**config.mk**
```make
export PLATFORM = sky130hd
export DESIGN_NAME = rolling_hash_substring_search_top_flat
export DESIGN_NICKNAME = d
export VERILOG_FILES = /design/src/rtl/core/rhss_pkg.sv /design/src/rtl/core/rhss_if.sv /design/src/rtl/core/rhss_ram.sv /design/src/rtl/core/rhss_mod.sv /design/src/rtl/core/rhss_ctrl.sv /design/src/rtl/core/rolling_hash_substring_search_top.sv /design/src/flat_wrapper.sv
export SDC_FILE = /design/constraint.sdc
export NUM_CORES = 2
export LEC_CHECK = 0
export ABC_AREA = 1
export BUFFER_PORTS_ARGS = -buffer_cell sky130_fd_sc_hd__buf_4
export CAP_MARGIN = 30
export CORE_MARGIN = 2
export CORE_UTILIZATION = 50
export CTS_BUF_LIST = sky130_fd_sc_hd__clkbuf_8
export CTS_CLUSTER_SIZE = 40
export DETAILED_ROUTE_END_ITERATION = 8
export PLACE_DENSITY = 0.65
export REMOVE_ABC_BUFFERS = 1
export SLEW_MARGIN = 25
export SYNTH_ARGS = -nofsm -noshare
export SYNTH_HDL_FRONTEND = slang
export SYNTH_HIERARCHICAL = 1
export SYNTH_SLANG_ARGS = --single-unit
```
**constraint.sdc**
```tcl
create_clock -name clk -period 10.5 [get_ports clk]
set_clock_uncertainty 0.05 [all_clocks]
set_input_delay 2.1 -clock clk [delete_from_list [all_inputs] [get_ports clk]]
set_output_delay 2.1 -clock clk [all_outputs]
set_load 0.05 [all_outputs]
```
**src/rtl/core/rhss_pkg.sv**
```systemverilog
// Shared constants, state encoding and result bundle of the rolling hash search.
`timescale 1ns / 1ps
`default_nettype none

package rhss_pkg;

  // Polynomial hash: base and modulus.
  localparam int HashBase = 17;
  localparam int HashMod  = 1009;
  localparam int HashW    = 10;

  // Operand width of the modulo unit; covers 255 * 1008 and 1008 * 17 + 255.
  localparam int ModXW    = 18;

  // Payload widths.
  localparam int ChW      = 8;
  localparam int PosW     = 16;
  localparam int PosMax   = 65535;

  // Parameter defaults.
  localparam int DefMaxPattern = 64;
  localparam int DefMaxText    = 65535;

  // Sequencer states.
  typedef enum logic [3:0] {
    ST_IDLE,
    ST_PH_Q,
    ST_PH_R,
    ST_PP_Q,
    ST_PP_R,
    ST_OLD_RD,
    ST_DROP_Q,
    ST_DROP_R,
    ST_ROLL_Q,
    ST_ROLL_R,
    ST_V_RD,
    ST_V_CMP,
    ST_OUT
  } rhss_state_t;

  // Result beat handed from the sequencer to the output register.
  typedef struct packed {
    logic            load;
    logic            found;
    logic [PosW-1:0] position;
    logic            done_res;
    logic            pattern_error;
  } rhss_res_t;

endpackage

`default_nettype wire

```
**src/rtl/core/rhss_if.sv**
```systemverilog
// Valid/ready channel interfaces for request bytes and search results.
`timescale 1ns / 1ps
`default_nettype none

interface rhss_req_if import rhss_pkg::*; ();
  logic           valid;
  logic           ready;
  logic           req_type;
  logic [ChW-1:0] ch;
  logic           last;

  modport source (output valid, req_type, ch, last, input ready);
  modport sink (input valid, req_type, ch, last, output ready);
endinterface

interface rhss_res_if import rhss_pkg::*; ();
  logic            valid;
  logic            ready;
  logic            found;
  logic [PosW-1:0] position;
  logic            done_res;
  logic            pattern_error;

  modport source (output valid, found, position, done_res, pattern_error, input ready);
  modport sink (input valid, found, position, done_res, pattern_error, output ready);
endinterface

`default_nettype wire

```
**src/rtl/core/rhss_ram.sv**
```systemverilog
// Simple dual-port synchronous RAM with one write and one registered read port.
`timescale 1ns / 1ps
`default_nettype none

module rhss_ram #(
  parameter int DEPTH = 64,
  parameter int WIDTH = 8,
  localparam int AW = (DEPTH > 1) ? $clog2(DEPTH) : 1
) (
  input  wire logic             clk,
  input  wire logic             we,
  input  wire logic [AW-1:0]    waddr,
  input  wire logic [WIDTH-1:0] wdata,
  input  wire logic [AW-1:0]    raddr,
  output logic      [WIDTH-1:0] rdata
);

  logic [WIDTH-1:0] mem [DEPTH];

  // Write port.
  always_ff @(posedge clk) begin
    if (we) begin
      mem[waddr] <= wdata;
    end
  end

  // Registered read port.
  always_ff @(posedge clk) begin
    rdata <= mem[raddr];
  end

endmodule

`default_nettype wire

```
**src/rtl/core/rhss_mod.sv**
```systemverilog
// Reduction modulo 1009 by reciprocal multiplication, with the quotient registered.
`timescale 1ns / 1ps
`default_nettype none

module rhss_mod import rhss_pkg::*; (
  input  wire logic             clk,
  input  wire logic [ModXW-1:0] x,
  output logic      [HashW-1:0] r
);

  // 2^28 / 1009 rounded up; exact quotient for every 18-bit operand.
  localparam int RecipShift = 28;
  localparam int RecipW     = 19;
  localparam int ProdW      = ModXW + RecipW;
  localparam int QW         = 9;
  localparam logic [RecipW-1:0] Recip = RecipW'(((64'd1 << RecipShift) + HashMod - 1) / HashMod);

  logic [ProdW-1:0] prod;
  logic [QW-1:0]    quot;
  logic [ModXW-1:0] diff;

  // First step: quotient estimate, registered before the back multiply.
  assign prod = ProdW'(x) * ProdW'(Recip);

  always_ff @(posedge clk) begin
    quot <= prod[RecipShift +: QW];
  end

  // Second step: remainder with a final correction step.
  assign diff = x - ModXW'(quot) * ModXW'(HashMod);

  always_comb begin
    if (diff >= ModXW'(HashMod)) begin
      r = HashW'(diff - ModXW'(HashMod));
    end else begin
      r = HashW'(diff);
    end
  end

endmodule

`default_nettype wire

```
**src/rtl/core/rhss_ctrl.sv**
```systemverilog
// Sequencer and hash datapath: pattern intake, window roll and match verification.
`timescale 1ns / 1ps
`default_nettype none

module rhss_ctrl import rhss_pkg::*; #(
  parameter int MAX_PATTERN = DefMaxPattern,
  parameter int MAX_TEXT    = DefMaxText,
  localparam int AW = (MAX_PATTERN > 1) ? $clog2(MAX_PATTERN) : 1
) (
  input  wire logic             clk,
  input  wire logic             rst,
  // Request side.
  input  wire logic             in_valid,
  input  wire logic             req_type,
  input  wire logic [ChW-1:0]   ch,
  input  wire logic             last,
  output logic                  in_ready,
  // Result side.
  input  wire logic             out_free,
  output rhss_res_t             res,
  // Pattern store.
  output logic                  pat_we,
  output logic      [AW-1:0]    pat_waddr,
  output logic      [ChW-1:0]   pat_wdata,
  output logic      [AW-1:0]    pat_raddr,
  input  wire logic [ChW-1:0]   pat_rdata,
  // Window ring.
  output logic                  ring_we,
  output logic      [AW-1:0]    ring_waddr,
  output logic      [ChW-1:0]   ring_wdata,
  output logic      [AW-1:0]    ring_raddr,
  input  wire logic [ChW-1:0]   ring_rdata,
  // Modulo unit.
  output logic      [ModXW-1:0] mod_x,
  input  wire logic [HashW-1:0] mod_r
);

  localparam int LW     = $clog2(MAX_PATTERN + 1);
  localparam int IW     = LW + 1;
  localparam int TW     = $clog2(MAX_TEXT + 1);
  localparam int PW     = ((TW > LW) ? TW : LW) + 1;
  localparam int PosCap = (MAX_TEXT < PosMax) ? MAX_TEXT : PosMax;

  rhss_state_t state, state_next;

  logic [LW-1:0]    len;
  logic [HashW-1:0] pat_hash;
  logic [HashW-1:0] power;
  logic             overflow;
  logic             closed;
  logic [HashW-1:0] win_hash;
  logic [LW-1:0]    fill;
  logic [AW-1:0]    ptr;
  logic [TW-1:0]    tc;
  logic [ChW-1:0]   cur_ch;
  logic             cur_last;
  logic             cur_err;
  logic             res_found;
  logic [PosW-1:0]  res_pos;
  logic [AW-1:0]    walk_k;
  logic [AW-1:0]    walk_idx;

  logic             accept;
  logic             err_now;
  logic [HashW-1:0] hash_eff;
  logic [AW-1:0]    len_eff;
  logic             pat_room;
  logic [AW-1:0]    ptr_inc;
  logic [AW-1:0]    old_idx;
  logic [AW-1:0]    start_idx;
  logic [AW-1:0]    walk_inc;
  logic [HashW:0]   h_sub;
  logic [PW-1:0]    pos_raw;
  logic [PW-1:0]    pos_sat;
  logic             byte_eq;
  logic             walk_end;

  // Ring index that lies l entries behind p.
  function automatic logic [AW-1:0] ring_back(input logic [AW-1:0] p, input logic [LW-1:0] l);
    logic [IW-1:0] pe;
    logic [IW-1:0] le;
    logic [IW-1:0] d;
    pe = IW'(p);
    le = IW'(l);
    if (pe >= le) begin
      d = pe - le;
    end else begin
      d = pe + IW'(MAX_PATTERN) - le;
    end
    return d[AW-1:0];
  endfunction

  // Ring index one ahead, wrapping at the capacity.
  function automatic logic [AW-1:0] ring_next(input logic [AW-1:0] p);
    if (p == AW'(MAX_PATTERN - 1)) begin
      return '0;
    end
    return p + AW'(1);
  endfunction

  assign accept   = in_valid && in_ready;
  assign err_now  = (len == '0) || overflow;
  assign hash_eff = closed ? '0 : pat_hash;
  assign len_eff  = closed ? '0 : len[AW-1:0];
  assign pat_room = closed || (len < LW'(MAX_PATTERN));

  assign ptr_inc   = ring_next(ptr);
  assign old_idx   = ring_back(ptr, len);
  assign start_idx = ring_back(ptr_inc, len);
  assign walk_inc  = ring_next(walk_idx);
  assign byte_eq   = (ring_rdata == pat_rdata);
  assign walk_end  = (LW'(walk_k) == len - LW'(1));

  // Remove the leading byte's term from the window hash.
  always_comb begin
    if (win_hash >= mod_r) begin
      h_sub = (HashW + 1)'(win_hash) - (HashW + 1)'(mod_r);
    end else begin
      h_sub = (HashW + 1)'(win_hash) + (HashW + 1)'(HashMod) - (HashW + 1)'(mod_r);
    end
  end

  // 1-based start of the window that ends at the current text byte.
  always_comb begin
    pos_raw = PW'(tc) - PW'(len) + PW'(1);
    if (tc >= TW'(MAX_TEXT)) begin
      pos_sat = PW'(PosCap);
    end else if (pos_raw > PW'(PosCap)) begin
      pos_sat = PW'(PosCap);
    end else begin
      pos_sat = pos_raw;
    end
  end

  // State register.
  always_ff @(posedge clk) begin
    if (rst) begin
      state <= ST_IDLE;
    end else begin
      state <= state_next;
    end
  end

  // Next-state logic.
  always_comb begin
    state_next = state;
    unique case (state)
      ST_IDLE: begin
        if (accept) begin
          if (!req_type) begin
            state_next = pat_room ? ST_PH_Q : ST_IDLE;
          end else if (err_now) begin
            state_next = last ? ST_OUT : ST_IDLE;
          end else if (fill < len) begin
            state_next = ST_ROLL_Q;
          end else begin
            state_next = ST_OLD_RD;
          end
        end
      end
      ST_PH_Q:   state_next = ST_PH_R;
      ST_PH_R:   state_next = (len != '0) ? ST_PP_Q : ST_IDLE;
      ST_PP_Q:   state_next = ST_PP_R;
      ST_PP_R:   state_next = ST_IDLE;
      ST_OLD_RD: state_next = ST_DROP_Q;
      ST_DROP_Q: state_next = ST_DROP_R;
      ST_DROP_R: state_next = ST_ROLL_Q;
      ST_ROLL_Q: state_next = ST_ROLL_R;
      ST_ROLL_R: begin
        if ((fill == len) && (mod_r == pat_hash)) begin
          state_next = ST_V_RD;
        end else begin
          state_next = cur_last ? ST_OUT : ST_IDLE;
        end
      end
      ST_V_RD:   state_next = ST_V_CMP;
      ST_V_CMP: begin
        priority if (!byte_eq) begin
          state_next = cur_last ? ST_OUT : ST_IDLE;
        end else if (walk_end) begin
          state_next = ST_OUT;
        end else begin
          state_next = ST_V_RD;
        end
      end
      ST_OUT:    state_next = out_free ? ST_IDLE : ST_OUT;
      default:   state_next = ST_IDLE;
    endcase
  end

  // Outputs: handshake, memory ports and the result beat.
  always_comb begin
    in_ready   = (state == ST_IDLE);
    pat_we     = (state == ST_IDLE) && accept && !req_type && pat_room;
    pat_waddr  = len_eff;
    pat_wdata  = ch;
    pat_raddr  = walk_k;
    ring_we    = (state == ST_ROLL_R);
    ring_waddr = ptr;
    ring_wdata = cur_ch;
    ring_raddr = (state == ST_IDLE) ? old_idx : walk_idx;

    res.load          = (state == ST_OUT) && out_free;
    res.found         = res_found;
    res.position      = res_pos;
    res.done_res      = cur_last;
    res.pattern_error = cur_err;
  end

  // Pattern, window and text bookkeeping.
  always_ff @(posedge clk) begin
    if (rst) begin
      len      <= '0;
      pat_hash <= '0;
      power    <= HashW'(1);
      overflow <= 1'b0;
      closed   <= 1'b1;
      win_hash <= '0;
      fill     <= '0;
      ptr      <= '0;
      tc       <= '0;
    end else begin
      unique case (state)
        ST_IDLE: begin
          if (accept && !req_type) begin
            // A pattern byte after a closed pattern starts everything anew.
            if (closed) begin
              len      <= '0;
              pat_hash <= '0;
              power    <= HashW'(1);
              overflow <= 1'b0;
              win_hash <= '0;
              fill     <= '0;
              ptr      <= '0;
              tc       <= '0;
            end else if (!pat_room) begin
              overflow <= 1'b1;
            end
            closed <= last;
          end else if (accept) begin
            closed <= 1'b1;
            if (tc < TW'(MAX_TEXT)) begin
              tc <= tc + TW'(1);
            end
            if (!err_now && (fill < len)) begin
              fill <= fill + LW'(1);
            end
          end
        end
        ST_PH_R: begin
          pat_hash <= mod_r;
          len      <= len + LW'(1);
        end
        ST_PP_R: begin
          power <= mod_r;
        end
        ST_ROLL_R: begin
          win_hash <= mod_r;
          ptr      <= ptr_inc;
        end
        ST_OUT: begin
          // The text state clears once the last byte's result leaves.
          if (out_free && cur_last) begin
            win_hash <= '0;
            fill     <= '0;
            ptr      <= '0;
            tc       <= '0;
          end
        end
        default: begin
        end
      endcase
    end
  end

  // Operand staging for the modulo unit and the verification walk.
  always_ff @(posedge clk) begin
    unique case (state)
      ST_IDLE: begin
        if (accept && !req_type) begin
          mod_x <= ModXW'(hash_eff) * ModXW'(HashBase) + ModXW'(ch);
        end else if (accept) begin
          mod_x     <= ModXW'(win_hash) * ModXW'(HashBase) + ModXW'(ch);
          cur_ch    <= ch;
          cur_last  <= last;
          cur_err   <= err_now;
          res_found <= 1'b0;
          res_pos   <= '0;
        end
      end
      ST_PH_R: begin
        mod_x <= ModXW'(power) * ModXW'(HashBase);
      end
      ST_OLD_RD: begin
        mod_x <= ModXW'(ring_rdata) * ModXW'(power);
      end
      ST_DROP_R: begin
        mod_x <= ModXW'(h_sub) * ModXW'(HashBase) + ModXW'(cur_ch);
      end
      ST_ROLL_R: begin
        walk_k   <= '0;
        walk_idx <= start_idx;
      end
      ST_V_CMP: begin
        walk_k   <= walk_k + AW'(1);
        walk_idx <= walk_inc;
        if (byte_eq && walk_end) begin
          res_found <= 1'b1;
          res_pos   <= PosW'(pos_sat);
        end
      end
      default: begin
      end
    endcase
  end

  // The window never holds more bytes than the pattern.
  a_fill_bound: assert property (@(posedge clk) disable iff (rst) fill <= len)
    else $error("window fill exceeds pattern length");

  // Hash registers always hold reduced residues.
  a_hash_range: assert property (@(posedge clk) disable iff (rst)
    (win_hash < HashW'(HashMod)) && (pat_hash < HashW'(HashMod)) && (power < HashW'(HashMod)))
    else $error("hash register out of range");

  // Verification runs only on a full window of a valid pattern.
  a_verify_full: assert property (@(posedge clk) disable iff (rst)
    (state == ST_V_RD) |-> ((fill == len) && !cur_err))
    else $error("verification walk on a partial window");

  // A result without a match is only the end-of-text beat.
  a_done_only: assert property (@(posedge clk) disable iff (rst)
    (res.load && !res_found) |-> cur_last)
    else $error("empty result beat before the last text byte");

  // A ring write lands one step behind the advanced pointer.
  a_ring_adv: assert property (@(posedge clk) disable iff (rst)
    ring_we |=> (ptr == ring_next($past(ptr))))
    else $error("ring pointer did not advance with its write");

endmodule

`default_nettype wire

```
**src/rtl/core/rolling_hash_substring_search_top.sv**
```systemverilog
// Top level of the Rabin-Karp substring search: memories, modulo unit and result register.
`timescale 1ns / 1ps
`default_nettype none

// Pattern bytes (req_type 0) are stored and folded into a base-17 hash modulo 1009; text
// bytes (req_type 1) then roll a window hash and produce a result beat only for a verified
// match or for the last text byte, which carries done_res and pattern_error. A pattern byte
// runs the hash step and, after the first, the power step; one beyond capacity is dropped.
// A text byte rolls the window hash, after dropping the oldest byte's term if the window is
// full; on equal hashes each pattern byte is read and compared. The steps come from the
// shared modulo unit, used at most twice per byte, and from the single registered read port
// of each memory during the walk. A new byte is taken as soon as the sequencer is idle, even
// while an earlier result beat still waits downstream.
module rolling_hash_substring_search_top import rhss_pkg::*; #(
  parameter int MAX_PATTERN = DefMaxPattern,
  parameter int MAX_TEXT    = DefMaxText
) (
  input wire logic clk,
  input wire logic rst,
  rhss_req_if.sink req,
  rhss_res_if.source res
);

  localparam int AW = (MAX_PATTERN > 1) ? $clog2(MAX_PATTERN) : 1;

  rhss_res_t        res_beat;
  logic             out_valid;
  logic             out_free;
  logic             pat_we;
  logic [AW-1:0]    pat_waddr;
  logic [ChW-1:0]   pat_wdata;
  logic [AW-1:0]    pat_raddr;
  logic [ChW-1:0]   pat_rdata;
  logic             ring_we;
  logic [AW-1:0]    ring_waddr;
  logic [ChW-1:0]   ring_wdata;
  logic [AW-1:0]    ring_raddr;
  logic [ChW-1:0]   ring_rdata;
  logic [ModXW-1:0] mod_x;
  logic [HashW-1:0] mod_r;

  assign out_free = !out_valid || res.ready;

  rhss_ctrl #(
    .MAX_PATTERN (MAX_PATTERN),
    .MAX_TEXT    (MAX_TEXT)
  ) u_ctrl (
    .clk        (clk),
    .rst        (rst),
    .in_valid   (req.valid),
    .req_type   (req.req_type),
    .ch         (req.ch),
    .last       (req.last),
    .in_ready   (req.ready),
    .out_free   (out_free),
    .res        (res_beat),
    .pat_we     (pat_we),
    .pat_waddr  (pat_waddr),
    .pat_wdata  (pat_wdata),
    .pat_raddr  (pat_raddr),
    .pat_rdata  (pat_rdata),
    .ring_we    (ring_we),
    .ring_waddr (ring_waddr),
    .ring_wdata (ring_wdata),
    .ring_raddr (ring_raddr),
    .ring_rdata (ring_rdata),
    .mod_x      (mod_x),
    .mod_r      (mod_r)
  );

  rhss_ram #(
    .DEPTH (MAX_PATTERN),
    .WIDTH (ChW)
  ) u_pattern_store (
    .clk   (clk),
    .we    (pat_we),
    .waddr (pat_waddr),
    .wdata (pat_wdata),
    .raddr (pat_raddr),
    .rdata (pat_rdata)
  );

  rhss_ram #(
    .DEPTH (MAX_PATTERN),
    .WIDTH (ChW)
  ) u_window_ring (
    .clk   (clk),
    .we    (ring_we),
    .waddr (ring_waddr),
    .wdata (ring_wdata),
    .raddr (ring_raddr),
    .rdata (ring_rdata)
  );

  rhss_mod u_mod (
    .clk (clk),
    .x   (mod_x),
    .r   (mod_r)
  );

  // Output register: holds a result beat until the sink takes it.
  always_ff @(posedge clk) begin
    if (rst) begin
      out_valid <= 1'b0;
    end else if (res_beat.load) begin
      out_valid <= 1'b1;
    end else if (res.ready) begin
      out_valid <= 1'b0;
    end
  end

  always_ff @(posedge clk) begin
    if (res_beat.load) begin
      res.found         <= res_beat.found;
      res.position      <= res_beat.position;
      res.done_res      <= res_beat.done_res;
      res.pattern_error <= res_beat.pattern_error;
    end
  end

  assign res.valid = out_valid;

endmodule

`default_nettype wire
```
**src/flat_wrapper.sv**
```systemverilog
// flat-port wrapper written by rule: the top's interface ports become plain ports
module rolling_hash_substring_search_top_flat import rhss_pkg::*;
#(
  parameter int MAX_PATTERN = DefMaxPattern,
  parameter int MAX_TEXT    = DefMaxText
)
  (clk, rst, req_valid, req_req_type, req_ch, req_last, req_ready, res_valid, res_found, res_position, res_done_res, res_pattern_error, res_ready);
  rhss_req_if req_i ();
  rhss_res_if res_i ();
  input wire logic clk;
  input wire logic rst;
  input wire logic [$bits(req_i.valid)-1:0] req_valid;
  input wire logic [$bits(req_i.req_type)-1:0] req_req_type;
  input wire logic [$bits(req_i.ch)-1:0] req_ch;
  input wire logic [$bits(req_i.last)-1:0] req_last;
  output wire logic [$bits(req_i.ready)-1:0] req_ready;
  output wire logic [$bits(res_i.valid)-1:0] res_valid;
  output wire logic [$bits(res_i.found)-1:0] res_found;
  output wire logic [$bits(res_i.position)-1:0] res_position;
  output wire logic [$bits(res_i.done_res)-1:0] res_done_res;
  output wire logic [$bits(res_i.pattern_error)-1:0] res_pattern_error;
  input wire logic [$bits(res_i.ready)-1:0] res_ready;
  assign req_i.valid = req_valid;
  assign req_i.req_type = req_req_type;
  assign req_i.ch = req_ch;
  assign req_i.last = req_last;
  assign req_ready = req_i.ready;
  assign res_valid = res_i.valid;
  assign res_found = res_i.found;
  assign res_position = res_i.position;
  assign res_done_res = res_i.done_res;
  assign res_pattern_error = res_i.pattern_error;
  assign res_i.ready = res_ready;
  rolling_hash_substring_search_top #(.MAX_PATTERN(MAX_PATTERN), .MAX_TEXT(MAX_TEXT)) u_core (.clk(clk), .rst(rst), .req(req_i), .res(res_i));
endmodule
```
After elaboration in Yosys (flattened, before gate mapping):

Memories as Yosys holds them, arrays and structs flattened. A register that Yosys moved wholly into a read port is not among the register bits.
Index checks and enable logic that the tools add are counted.

* bitwise logic cells: 1
* equality and inequality tests: 29
* div/mod/pow operators: 0
* add/subtract/negate cells: 23
* reductions and logical operators: 39
* $mul: 7
* shift operators: 0
* $lt $le $gt $ge: 9
* muxes and demuxes: 78

Operators with widths (count)
* two-way mux 16 bit: 10
* two-way mux 10 bit: 8
* one-hot mux 18 bit (4 select lines): 1
* two-way mux 6 bit: 11
* one-hot mux 16 bit (2 select lines): 2
* one-hot mux 4 bit (12 select lines): 1
* multiplier 10 x 5 -> 15 bit, second input constant: 3
* two-way mux 7 bit: 6
* one-hot mux 10 bit (2 select lines): 2
* multiplier 18 x 18 -> 36 bit, second input constant: 1
* two-way mux 18 bit: 2
* two-way mux 4 bit: 9
* adder 15 x 8 -> 16 bit: 2
* adder 6 x 1 -> 6 bit, second input constant: 5
* one-hot mux 10 bit (3 select lines): 1
* one-hot mux 7 bit (2 select lines): 2
* one-hot mux 6 bit (2 select lines): 2
* subtractor 6 bit: 4
* == test 4 bit, second input constant: 5
* greater-or-equal comparator 18 x 10 -> 1 bit, second input constant: 1
* multiplier 8 x 10 -> 18 bit: 1
* multiplier 9 x 10 -> 18 bit, second input constant: 1
* one-hot mux 6 bit (3 select lines): 1
* subtractor 18 bit: 1
* other kinds (49): 104

* bits in writable memories: 1024
* input port bits: 14
* word-level logic and storage cells: 212
* latch bits: 0
* bits in read-only memories: 0
* flip-flop bits (word level): 158
* output and inout port bits: 21
* memories: 2

Memories
* u_core.u_pattern_store.mem: depth 64, width 8, read ports 1, clocked after Yosys merged registers in 1, wr ports 1, line rhss_ram.sv:18 `logic [WIDTH-1:0] mem [DEPTH];`
* u_core.u_window_ring.mem: depth 64, width 8, read ports 1, clocked after Yosys merged registers in 1, wr ports 1, line rhss_ram.sv:18

Longest topological paths before layout:

* depth after elaboration: 9
* gate-level depth with buffers: 57
* depth with buffers taken out: 57

Modules after synthesis:

Netlist, hierarchy kept.

By module, submodules not included
* rhss_ram at u_core.u_window_ring: seq. area each 15534.9 um^2, cells each 1805, times used 1, area each 21339.2 um^2
* rhss_ram at u_core.u_pattern_store: seq. area each 15534.9 um^2, cells each 1819, times used 1, area each 21304.2 um^2
* rhss_ctrl: seq. area each 3153.0 um^2, cells each 2154, times used 1, area each 15262.1 um^2
* rhss_mod: seq. area each 180.2 um^2, cells each 1123, times used 1, area each 8549.4 um^2
* rolling_hash_substring_search_top: seq. area each 590.6 um^2, cells each 24, times used 1, area each 613.1 um^2

Worst setup path before layout:

OpenSTA, ideal clock, no wires.

* path type: flip-flop to flip-flop
* start point: register u_core.u_mod.quot[5]
* end point: register u_core.u_ctrl.mod_x[8], data pin
* path slack: 1568 ps
* buffers on the path: 1
* clock period less this slack: 8932 ps
* cell stages (with the launch flop): 51
* library setup time: 259 ps
* arrival: 8623 ps
* required time: 10191 ps
* cells stage by stage: dfxtp_1 inv_1 fa_1 inv_1 fa_1 inv_1 fa_1 fa_1 inv_1 fa_1 inv_1 ha_1 nand2_1 nor2_1 inv_1 nor3_1 nand2_1 nand2_1 (+15 left out) nand2_1 xnor2_1 mux2i_1 ha_1 ha_1 inv_1 fa_1 inv_1 ha_1 nand2_1 inv_1 nand2_1 nand2_1 a21oi_1 xor2_1 nor2_1 nor3_1 nand2_1

* longest elaborated chain between the ends: 9

Ends and longest elaborated chain
* start: declaration: line rhss_mod.sv:19 `logic [QW-1:0] quot;`
* start signal: assignment: line rhss_mod.sv:26 `quot <= prod[RecipShift +: QW];`
* multiplier 9 x 10 -> 18 bit (*): line rhss_mod.sv:30 `assign diff = x - ModXW'(quot) * ModXW'(HashMod);`
* subtractor 18 bit (*): line rhss_mod.sv:30
* greater-or-equal comparator 18 x 10 -> 1 bit (*): line rhss_mod.sv:33 `if (diff >= ModXW'(HashMod)) begin`
* two-way mux 10 bit (*): line rhss_mod.sv:33
* via u_core.mod_r[1]: line rolling_hash_substring_search_top.sv:40 `logic [HashW-1:0] mod_r;`
* subtractor 11 x 10 -> 11 bit (tied with other cells): line rhss_ctrl.sv:119 `h_sub = (HashW + 1)'(win_hash) + (HashW + 1)'(HashMod) - (HashW + 1)'(mod_r);`
* two-way mux 11 bit (*): line rhss_ctrl.sv:116 `if (win_hash >= mod_r) begin`
* multiplier 11 x 5 -> 16 bit (*): line rhss_ctrl.sv:298 `mod_x <= ModXW'(h_sub) * ModXW'(HashBase) + ModXW'(cur_ch);`
* adder 16 x 8 -> 17 bit (*): line rhss_ctrl.sv:298
* one-hot mux 18 bit (4 select lines) (*): line rhss_ctrl.sv:278 `unique case (state)`
* end signal: assignment: line rhss_ctrl.sv:281 `mod_x <= ModXW'(hash_eff) * ModXW'(HashBase) + ModXW'(ch);`
* end signal: assignment: line rhss_ctrl.sv:283 `mod_x <= ModXW'(win_hash) * ModXW'(HashBase) + ModXW'(ch);`
* end signal: assignment: line rhss_ctrl.sv:298
* end: declaration: line rhss_ctrl.sv:34 `output logic [ModXW-1:0] mod_x,`

The timed path passes the listed nets; every way through them passes the cells marked *.
A chain may end at the register's enable or synchronous reset.

Worst setup path in the final report:

* start point: register u_core.u_mod.quot[0]
* end point: register u_core.u_ctrl.mod_x[14], data pin

* longest elaborated chain between the ends: 9

Ends and longest elaborated chain (line)
* multiplier 9 x 10 -> 18 bit (*): rhss_mod.sv:30
* subtractor 18 bit (*): rhss_mod.sv:30
* greater-or-equal comparator 18 x 10 -> 1 bit or subtractor 10 bit (tied branches): rhss_mod.sv:33, rhss_mod.sv:34
* two-way mux 10 bit (*): rhss_mod.sv:33
* via u_core.mod_r[1]: rolling_hash_substring_search_top.sv:40
* subtractor 11 x 10 -> 11 bit (tied with other cells): rhss_ctrl.sv:119
* two-way mux 11 bit (*): rhss_ctrl.sv:116
* multiplier 11 x 5 -> 16 bit (*): rhss_ctrl.sv:298
* adder 16 x 8 -> 17 bit (*): rhss_ctrl.sv:298
* one-hot mux 18 bit (4 select lines) (*): rhss_ctrl.sv:278

Marks and branches as above.

==> impl_summary.txt <==
----------------------------------------------------
[Run status]
  Status ... finished clean

[Worst setup path]
  Highest fanout seen on the critical path ... 10
  Endpoint required time on the critical path ... roughly 11 ns
  Critical path launch point type ... flip-flop
  Critical Path Source ... u_core/u_mod/quot[0]
  Launch point of the worst reg-to-reg path ... u_core/u_mod/quot[0]
  Crit path max-delay cell type ... sky130_fd_sc_hd__fa_1
  Most common cell type on the critical path ... sky130_fd_sc_hd__nand2_1
  Worst setup EP type ... flip-flop
  Worst path max stage delay ... 0.61 ns
  Kind of critical path ... reg2reg
  Endpoint arrival time on the critical path ... a little over 10 ns

[Timing]
  Headroom to the max-slew limit ... 0.3410
  RSZ-0062 raised after global routing ... false
  Slew Limit Fails ... 0
  Total Negative Setup Slacks ... 0 ns
  Transition time of the tightest slew-check pin ... 0.9856 ns
  Hold violation count in the final report ... 0
  Hold Slack ... approximately 0.37 ns
  Min cycle time layout ... approximately 10 ns
  Final period utilization ... 0.9316
  Maximum achievable frequency ... 102.2 MHz
  # setup viols final ... 0
  Setup slack after layout ... between 0.7 and 0.8 ns

[Clock network]
  CTS root buf ... sky130_fd_sc_hd__clkbuf_8
  Post-CTS repair timing setup buffer count ... 0
  Number of buffers inserted for hold repair after clock tree synthesis ... 0
  CTS H-Tree Depth ... 4
  Clock transition time at the flip-flop clock pins of the worst setup and hold paths ... ~0.06 ns
  Total clock sinks ... 1198
  Number of buffers on the longest clock path ... 3
  Worst-skew pair later-pin latency ... a little under 0.9 ns
  Number of buffers created by CTS ... ~190
  TritonCTS clock tree ... built

[Logic synthesis]
  Avg Synthesized Cell Area ... around 9.7 um^2
  Netlist Area Pre-Place ... approximately 67000 um^2
  Synthesized instance count ... ~6900
  Async S/R FF share, synth ... 0
  Count of yosys warnings during synthesis ... 6
  Fraction of post-synthesis cell area in the top cell type by area ... 0.4925
  Total of flip-flops plus latches after synthesis ... about 1200
  Cell type with the largest total area after synthesis ... sky130_fd_sc_hd__edfxtp_1
  Cell types with the largest area share after synthesis ... sky130_fd_sc_hd__edfxtp_1 49%, sky130_fd_sc_hd__nand2_1 11%, sky130_fd_sc_hd__nand3_1 7.6%
  Most used DFF post-synth ... sky130_fd_sc_hd__edfxtp_1
  Sequential fraction of the synthesis area ... 0.5218
  Unique masters post-synth ... 60
  Number of flops mapped to enable cells by yosys ... between 1000 and 1500

[Global route]
  Number of global-route vias before repair ... 47420
  Sum of overflow across all layers after global routing ... 0
  Antenna violations before repair ... 4
  Global-route wire length before repair ... approximately 270 mm
  Total track usage ... 0.2585
  Pin count of the biggest net entering global routing ... about 120

[Floorplanning]
  Floorplan Core Area ... roughly 130000 um^2
  Count of standard-cell rows ... around 130
  Die Footprint ... 137100 um^2
  Die span in y ... around 370 um
  Width of the die ... between 300 and 400 um
  Initial Util ... 0.5032
  Num ports ... 35

[Placement]
  Gpl congestion ... 0.9167
  Number of buffers added on ports ... 34
  Post-Place Setup Slack ... 0.4014 ns
  Detailed placer's ending HPWL ... 115.8 mm

[Drt]
  Total via count after detailed routing ... 48690
  Residual antenna-violating net count after detailed routing ... 0
  Via density per instance ... 5.501
  DR pass1 iterations ... 6
  Average wire length per cell after detail routing ... ~20 um
  WL final ... about 180 mm
  Remaining DRCs ... 0
  Number of design-rule violations left by the first detailed-router iteration ... 4418

[Min path]
  Hold Crit Start ... u_core/u_ctrl/res_pos[3]
  Worst min-delay path class ... reg2reg

[Final layout]
  Layout cells sized above 1 ... 0.05817
  Final net count ... around 7600
  Core Util, Final ... 0.5386
  Layout-stage area growth over the synthesis result ... 7.037%

[Job]
  Maximum capacitance violations ... 0

----------------------------------------------------
## cells by family after synthesis
kind of cell	after synthesis	share of synthesized area
compound gates	403	0.03375
xor+xnor	87	0.01136
fa+ha+maj	609	0.1368
buf+inv	1059	0.07106
flops	1198	0.5218
mux	2	0.0002985
simple gates	3567	0.2250
## critical path: cells and delay by family, from the launching register on
| kind | cells | cell delay [ns] |
|---|---|---|
| AO/OA/AOI/OAI | 1 | 0.25 |
| XOR/XNOR | 1 | 0.13 |
| adder cells (fa/ha/maj) | 13 | 5.25 |
| multiplexers | 1 | 0.25 |
| flip-flops | 1 | 0.49 |
| AND/OR/NAND/NOR | 24 | 2.23 |
| buffers and inverters | 11 | 0.83 |
## worst paths after layout
kind / to / slack (ns) / cells past startpoint
hold / removal: u_core/res.position[3] / 0.37 / 0
setup / recovery: u_core/u_ctrl/mod_x[14] / 0.72 / 51
hold reg to reg: u_core/res.position[3] / 0.37 / 0
setup reg to reg: u_core/u_ctrl/mod_x[14] / 0.72 / 51
## cells in the final DEF, fill, tap and decap left out, types with 13 or more instances in the layout
cell,Yosys,final
sky130_fd_sc_hd__nand2_1,2031,2026
sky130_fd_sc_hd__nand4_1,58,58
sky130_fd_sc_hd__nor3_1,47,46
sky130_fd_sc_hd__xor2_1,54,54
sky130_fd_sc_hd__o21bai_1,17,17
sky130_fd_sc_hd__inv_1,761,818
sky130_fd_sc_hd__nand3_1,1020,1020
sky130_fd_sc_hd__clkbuf_8,0,200
sky130_fd_sc_hd__clkinv_2,1,20
sky130_fd_sc_hd__a21oi_1,191,189
sky130_fd_sc_hd__ha_1,402,400
sky130_fd_sc_hd__clkinv_1,1,46
sky130_fd_sc_hd__buf_4,45,104
sky130_fd_sc_hd__edfxtp_1,1100,1100
sky130_fd_sc_hd__nor2_1,349,346
sky130_fd_sc_hd__nor4_1,14,13
sky130_fd_sc_hd__a31oi_1,33,33
sky130_fd_sc_hd__dfxtp_1,98,95
sky130_fd_sc_hd__xnor2_1,33,33
sky130_fd_sc_hd__o21ai_0,104,97
sky130_fd_sc_hd__fa_1,207,207
## state kept, by name (all words and copies together), names as in the netlist, 4 cells and up
register	flops
u_core/u_ctrl/pat_hash	10
u_core/u_ctrl/power	10
u_core/u_ctrl/mod_x	18
u_core/res.position	16
u_core/u_ctrl/win_hash	10
u_core/u_pattern_store/mem	512
u_core/u_ctrl/len	7
u_core/u_ctrl/ring_wdata	8
u_core/u_ctrl/tc	16
u_core/u_ctrl/ring_waddr	6
u_core/u_mod/quot	9
u_core/u_pattern_store/rdata	8
u_core/u_ctrl/walk_idx	6
u_core/u_ctrl/pat_raddr	6
u_core/u_ctrl/state	4
u_core/u_window_ring/rdata	8
u_core/u_ctrl/fill	7
u_core/u_window_ring/mem	512
u_core/u_ctrl/res_pos	16
## metrics by stage
stage,instance area (um^2),std cells
floorplan,65210,6638
global placement,68250,8508
detailed placement,68280,8511
CTS,71660,8848
global route,71790,8852
finish,71790,8852
## cell usage after synthesis, types with 45 or more instances
cell type                  count
sky130_fd_sc_hd__xor2_1       54
sky130_fd_sc_hd__fa_1        207
sky130_fd_sc_hd__a21oi_1     191
sky130_fd_sc_hd__nand4_1      58
sky130_fd_sc_hd__buf_4        45
sky130_fd_sc_hd__o21ai_0     104
sky130_fd_sc_hd__nor2_1      349
sky130_fd_sc_hd__clkbuf_1     64
sky130_fd_sc_hd__buf_6        59
sky130_fd_sc_hd__edfxtp_1   1100
sky130_fd_sc_hd__nand2_1    2031
sky130_fd_sc_hd__dfxtp_1      98
sky130_fd_sc_hd__buf_2        92
sky130_fd_sc_hd__nand3_1    1020
sky130_fd_sc_hd__nor3_1       47
sky130_fd_sc_hd__ha_1        402
sky130_fd_sc_hd__inv_1       761
## repair_timing
| item | CTS | global route |
|---|---|---|
| hold endpoints to repair | 0 | 0 |
| setup endpoints to repair | 0 | 10 |
| gates resized for setup | 0 | 21 |
## per-layer routing
metal	global-route usage	vias up	wire length, um
met5	0	-	27
met4	0.08013	4	4524
met3	0.03785	280	11650
met2	0.4261	1603	85000
met1	0.3534	23610	76150
li1	-	23190	-
## layout make-up
| class | instances | area, um^2 |
|---|---|---|
| Antenna cell | 1 | 2.502 |
| Tap cell | 1768 | 2212 |
| Sequential cell | 1198 | 35000 |
| Clock buffer | 200 | 2753 |
| Timing Repair Buffer | 108 | 868.3 |
| Inverter | 772 | 2917 |
| Multi-Input combinational cell | 4668 | 27420 |
| Clock inverter | 137 | 619.3 |
| Fill cell | 11970 | 61500 |
Power is left out: the tool's default activity adds up to more than one toggle a clock period on the data nets, which glitch-free logic cannot reach.
